$ cat src/bal_pkg.sv
// Shared command codes, cell operation codes and cell control type for the array list engine.
package bal_pkg;

	localparam logic [2:0] CMD_APPEND  = 3'd0;
	localparam logic [2:0] CMD_INSERT  = 3'd1;
	localparam logic [2:0] CMD_DELETE  = 3'd2;
	localparam logic [2:0] CMD_GET     = 3'd3;
	localparam logic [2:0] CMD_SORT    = 3'd4;
	localparam logic [2:0] CMD_REVERSE = 3'd5;

	localparam logic [2:0] OP_HOLD   = 3'd0;
	localparam logic [2:0] OP_APPEND = 3'd1;
	localparam logic [2:0] OP_INSERT = 3'd2;
	localparam logic [2:0] OP_DELETE = 3'd3;
	localparam logic [2:0] OP_SORT   = 3'd4;
	localparam logic [2:0] OP_REV    = 3'd5;

	localparam int WORD_W  = 32;
	localparam int POS_W   = 6;
	localparam int COUNT_W = 7;

	typedef struct packed {
		logic [2:0] op;
		logic       phase;
	} ctl_t;

endpackage

$ cat src/bal_cell.sv
// One list cell: holds a word and trades it with its neighbors on shift and transposition rounds.
module bal_cell #(
	parameter int CW  = 8,
	parameter int IDX = 0
) (
	input  logic                       clk,
	input  bal_pkg::ctl_t              ctl,
	input  logic [CW-1:0]              pos,
	input  logic [CW-1:0]              held,
	input  logic [bal_pkg::WORD_W-1:0] value,
	input  logic [bal_pkg::WORD_W-1:0] left,
	input  logic [bal_pkg::WORD_W-1:0] right,
	output logic [bal_pkg::WORD_W-1:0] data,
	output logic [bal_pkg::WORD_W-1:0] hit
);
	import bal_pkg::*;

	localparam logic [CW-1:0] MY_IDX  = CW'(IDX);
	localparam logic [CW-1:0] NXT_IDX = CW'(IDX + 1);
	localparam logic          PARITY  = 1'(IDX % 2);

	logic [WORD_W-1:0] data_q;
	logic [WORD_W-1:0] data_d;
	logic              pair_right;
	logic              pair_left;
	logic              rev;

	assign rev        = (ctl.op == OP_REV);
	assign pair_right = (ctl.phase == PARITY) && (NXT_IDX < held);
	assign pair_left  = (ctl.phase != PARITY) && (IDX >= 1) && (MY_IDX < held);

	always_comb begin
		data_d = data_q;
		case (ctl.op)
			OP_APPEND: begin
				if (MY_IDX == held)
					data_d = value;
			end
			OP_INSERT: begin
				if (MY_IDX == pos)
					data_d = value;
				else if (MY_IDX > pos && MY_IDX <= held)
					data_d = left;
			end
			OP_DELETE: begin
				if (MY_IDX >= pos && NXT_IDX < held)
					data_d = right;
			end
			OP_SORT, OP_REV: begin
				// swap with the partner of this round when reversing or out of order
				if (pair_right && (rev || ($signed(data_q) > $signed(right))))
					data_d = right;
				else if (pair_left && (rev || ($signed(left) > $signed(data_q))))
					data_d = left;
			end
			default: begin
				data_d = data_q;
			end
		endcase
	end

	always_ff @(posedge clk) begin
		data_q <= data_d;
	end

	assign data = data_q;
	assign hit  = (MY_IDX == pos) ? data_q : '0;

endmodule
$ cat config.mk
export PLATFORM = sky130hd
export DESIGN_NAME = bal_cell
export DESIGN_NICKNAME = d
export VERILOG_FILES = /design/src/bal_pkg.sv /design/src/bal_cell.sv
export SDC_FILE = /design/constraint.sdc
export NUM_CORES = 1
export LEC_CHECK = 0
export ABC_AREA = 1
export ABC_CLOCK_PERIOD_IN_PS = 5000
export BUFFER_PORTS_ARGS = -buffer_cell sky130_fd_sc_hd__clkbuf_2
export CORE_ASPECT_RATIO = 1.5
export CORE_MARGIN = 1.5
export CORE_UTILIZATION = 40
export DETAILED_ROUTE_END_ITERATION = 10
export PLACE_DENSITY_LB_ADDON = 0.08
export SYNTH_ARGS = -nofsm -noshare
export SYNTH_HDL_FRONTEND = slang
export SYNTH_SLANG_ARGS = --single-unit
$ cat constraint.sdc
create_clock -name clk -period 5 [get_ports clk]
set_input_delay 0.5 -clock clk [delete_from_list [all_inputs] [get_ports clk]]
set_output_delay 0.5 -clock clk [all_outputs]
set_load 0.05 [all_outputs]
; After elaboration in Yosys (flattened, before gate mapping)
; Cells that the tools add are included.
[word_totals]
out_inout_bits = 64
regBits = 32
input_bits = 117
[classes]
bitwise_logic = 1
reduce_logical = 10
order_cmp = 5
n_mux = 7
eq_ne = 9
[ops]
columns = op, n
row1 = $mux 32, 6
row2 = $pmux 32 s4, 1
row3 = $gt 32x32->1, 1
row4 = $logic_not 8->1, 2
row5 = $ge 1x8->1 const A, 1
row6 = $gt 1x8->1 const A, 1
row7 = $le 1x8->1 const A, 1
row8 = $lt 1x8->1 const A, 1
row9 = $eq 3x2->1 const B, 2
row10 = $eq 3x3->1 const B, 2
row11 = $ne 2x2->1 const B, 3
row12 = $reduce_and 5->1, 1
row13 = $logic_and 1x1->1, 4
row14 = $reduce_bool 4->1, 1
row15 = $eq 3x1->1 const B, 1
row16 = $ne 3x3->1 const B, 1
row17 = $reduce_or 2->1, 1
row18 = $logic_or 1x1->1, 1
row19 = $not 1->1, 1

; Longest topological paths before layout
[depth]
word_depth = 5
ltp_mapped = 18

; Least setup slack after synthesis
; OpenSTA, ideal clock, no wires.
[synth_path]
path_type = reg-to-reg
from = register data_q[31] (netlist: data[31])
to = register data_q[0] (netlist: data[0]), enable pin
t_arrival_ps = 3381
setup_slack_ps = 1187
path_stages_with_launch = 12
setup_time_ps = 432
n_path_buf = 0
required_ps = 4568
cell_sequence = edfxtp_1 > ha_1 > nand2_1 > nor2_1 > nand2_1 > nor3b_1 > nand2_1 > nand3_1 > nand3_1 > nand2_1 > nand2_1 > a21oi_1
[synth_via]
elab_chain_cells = 5
[synth_lines]
columns = element, line
row1 = from (decl), bal_cell.sv:22  ; logic [WORD_W-1:0] data_q;
row2 = from (signal assigned), bal_cell.sv:63  ; data_q <= data_d;
row3 = $gt 32x32->1, bal_cell.sv:51  ; if (pair_right && (rev || ($signed(data_q) > $signed(right))))
row4 = $logic_or 1x1->1, bal_cell.sv:51
row5 = $logic_and 1x1->1, bal_cell.sv:51
row6 = $ne 2x2->1 (no line), n/a
row7 = $reduce_and 5->1 (no line), n/a
; Every way passes these cells.
; A chain may end at the register's enable or synchronous reset.

; Worst setup path after layout
[layout_path]
from = input pos[1]
to = output hit[27] (netlist name)
[layout_via]
elab_chain_cells = 2
[layout_lines]
columns = element, line
row1 = from (decl), bal_cell.sv:8  ; input logic [CW-1:0] pos,
row2 = $logic_not 8->1, bal_cell.sv:67  ; assign hit = (MY_IDX == pos) ? data_q : '0;
row3 = $mux 32, bal_cell.sv:67
row4 = to (decl), bal_cell.sv:14  ; output logic [bal_pkg::WORD_W-1:0] hit
; Every way passes these cells.

==> reports/qor.csv <==
stage,metric,value,unit
clock_network,cts_max_level,2,
critical_path,r2r-end,data[3],
sta,slew_violations,0,
placement,gp_congestion,0.7959,
route,viasPerCell,4.927,
sta,slew_headroom,0.1815,
global_routing,antenna_found_initial,0,
critical_path,r2r_slack,2020,ps
critical_path,cp_top_family,simple AND/OR/NAND/NOR gates,
sta,hold_violations,0,
power_and_ir_drop,vdd_drop_max,164.6,uV
sta,setup_viol,0,
route,dr_wl_met2,4660,um
layout,drive_gt1_frac,0.3652,
clock_network,ctsResizeCount,0,
placement,place.detailed.hpwl,6905,um
route,dr.first_iter.drc_count,137,
clock_network,cts_root_buffer,clkbuf_8,
route,via_count,3380,
yosys,ys_warn_count,0,
sta,fmax,285.8,MHz
yosys,synth_top_area_share,0.3181,
sta,fin_crit_sh,0.6998,
clock_network,cts_made_buffers,5,
route,drt-wirelength-per-cell,13.13,um
floorplanning,die_w,73.95,um
floorplanning,chipHeight,109.4,um
critical_path,start_kind,input port,
clock_network,path_clk_slew,70,ps
global_routing,gr-usage-all-layers,0.2213,
yosys,yosysTopAreaCell,edfxtp_1,
critical_path,worstReg2RegStart,data[31],
global_routing,grt_pass1_vias,3238,
clock_network,clock_latency,290,ps
clock_network,cts_buffer_depth,2,
sta,whs,512.3,ps
yosys,synth_commonest_cells,"nand2_1 (76), inv_1 (73), nor2_1 (62)",
layout,nets,734,
global_routing,grt_max_degree,37,
critical_path,critical_path_class,input port to primary output,
critical_path,rr_worst_depth,11,
floorplanning,fp-row-count,38,
yosys,synth_edf_count,32,
route,routed.top_layer,met4,
floorplanning,io_pins,181,
sta,setup_tns,0,ps
critical_path,critPathArrivalTime,3000,ps
yosys,syn-num-nets,563,
critical_path,worst_path_largest_cell_delay,560,ps
sta,clock_skew,9.302,ps
global_routing,grt-ovfl-total,0,
route,drcViolationCount,0,
critical_path,end_kind,primary output,
yosys,ys_top_cells_by_area,"edfxtp_1 (32%), ha_1 (13%), nand2_1 (9.4%)",
clock_network,cts_hold_buf,0,
yosys,ys_ff_latch,32,
hold_path,min_to,data[31],
hold_path,min-delay-start,value[31],
yosys,netlist_area,3020,um2
hold_path,holdPathStages,3,
route,ant_nets,0,
critical_path,cp_max_fo,36,
floorplanning,coreArea,7274,um2
floorplanning,initial_core_util,0.4152,
yosys,async_reset_ff_frac,0,
critical_path,worst-path-buf-inv,4,
clock_network,clock-sinks,32,
sta,tightest_slew,1226,ps
route,wl,9005,um
floorplanning,die-area,8092,um2
placement,io_buffers,180,
critical_path,worst_path_max_delay_cell,or4_1,
critical_path,critPathMostFrequentCell,clkbuf_2,
route,m1WireLength,3714,um
yosys,synth_cell_types,25,
route,dr.pass1.iters,4,
global_routing,grt_pass1_wl,14030,um
sta,rsz0062_at_grt,false,
layout,antenna_cells,0,
layout,largest_reg_flops,32,
clock_network,post_cts_buffers,0,
yosys,synth.most_common_cell,nand2_1,
flow_run,max-cap-violations,0,
route,met3WireLength,516,um
critical_path,path_cells,clkbuf_2 > or4_1 > nor2_4 > inv_2 > buf_4 > nor2_1 > clkbuf_2,
yosys,avgSynthCellArea,7.296,um2
critical_path,required,4500,ps
clock_network,tritoncts,yes,
power_and_ir_drop,power.leakage,2.245,nW
yosys,synth_seq_area_share,0.3181,
sta,period_needed,3499,ps
yosys,synth_cells,414,
yosys,synth_ff_type,edfxtp_1,
outcome,outcome,completed,
hold_path,min_path_type,input port to register,
layout,syn2layout_area_growth,34.80,%
power_and_ir_drop,power_density,212.3,nW/um2
## metal layers
metal,global-route usage,up-vias
li1,-,1724
met1,0.2497,1511
met2,0.4075,135
met3,0.03300,10
met4,0.08333,0
met5,0,-
## worst register-to-register path: cells and delay by family, from the launching register on
family	cells	cell delay, ps
adders and majority gates	1	370
DFF	1	430
and+or+nand+nor	9	930
AOI/OAI and AO/OA	1	870
## stage by stage
step / setup WS (ps) / total power, mW / util / instance area (um2) / std cells
final: 1501 / 0.8644 / 0.5597 / 4071 / 686
after global routing: 1310 / 0.9177 / 0.5597 / 4071 / 686
after CTS: 1453 / 0.8710 / 0.5597 / 4071 / 686
after detailed placement: 1144 / 0.6741 / 0.5483 / 3989 / 678
after global placement: 1201 / 0.6694 / 0.5483 / 3989 / 678
after floorplan: 1187 / 0.5611 / - / 3020 / 414
## worst max-delay path by stage
stage / depth (start not counted) / endpoint / slack (ps) / startpoint
finish: 7 / hit[27] / 1500 / pos[1]
detailed placement: 7 / data[13] / 1140 / pos[1]
floorplan: 11 / data[0] / 1190 / data[31]
global placement: 7 / data[9] / 1200 / pos[1]
global route: 7 / data[9] / 1310 / pos[1]
CTS: 7 / data[13] / 1450 / pos[1]
## report_power, final
part           switching, mW  internal, mW
combinational          0.208         0.108
sequential            0.0197         0.331
clock                  0.103        0.0946
## kinds of logic after synthesis
family,count (synthesis),share of synthesized area
buf+inv,93,0.1255
fa+ha+maj,32,0.1326
compound gates,86,0.1831
flops,32,0.3181
simple gates,171,0.2407
## layout make-up
cell class | count | area (um2)
clock inverter | 3 | 13.76
inverter | 74 | 277.8
sequential | 32 | 960.9
multi-input combinational | 289 | 1702
tap | 100 | 125.1
timing repair buffer | 183 | 923.4
clock buffer | 5 | 68.82
fill | 754 | 3203
## placed cells by master, fill, tap and decap left out, drive strengths merged
cell type and count:
clkbuf 185, nor2 80, nand2 76, inv 74, o21ai 37, ha 32
edfxtp 32, o221ai 30, a21oi 15, nand3 5, nand4 3, buf 3
nor3 3, clkinv 3, o21a 2, or4 2, o211ai 1, a21o 1
nor3b 1, nor4 1
Power figures use the tool's default switching activity.
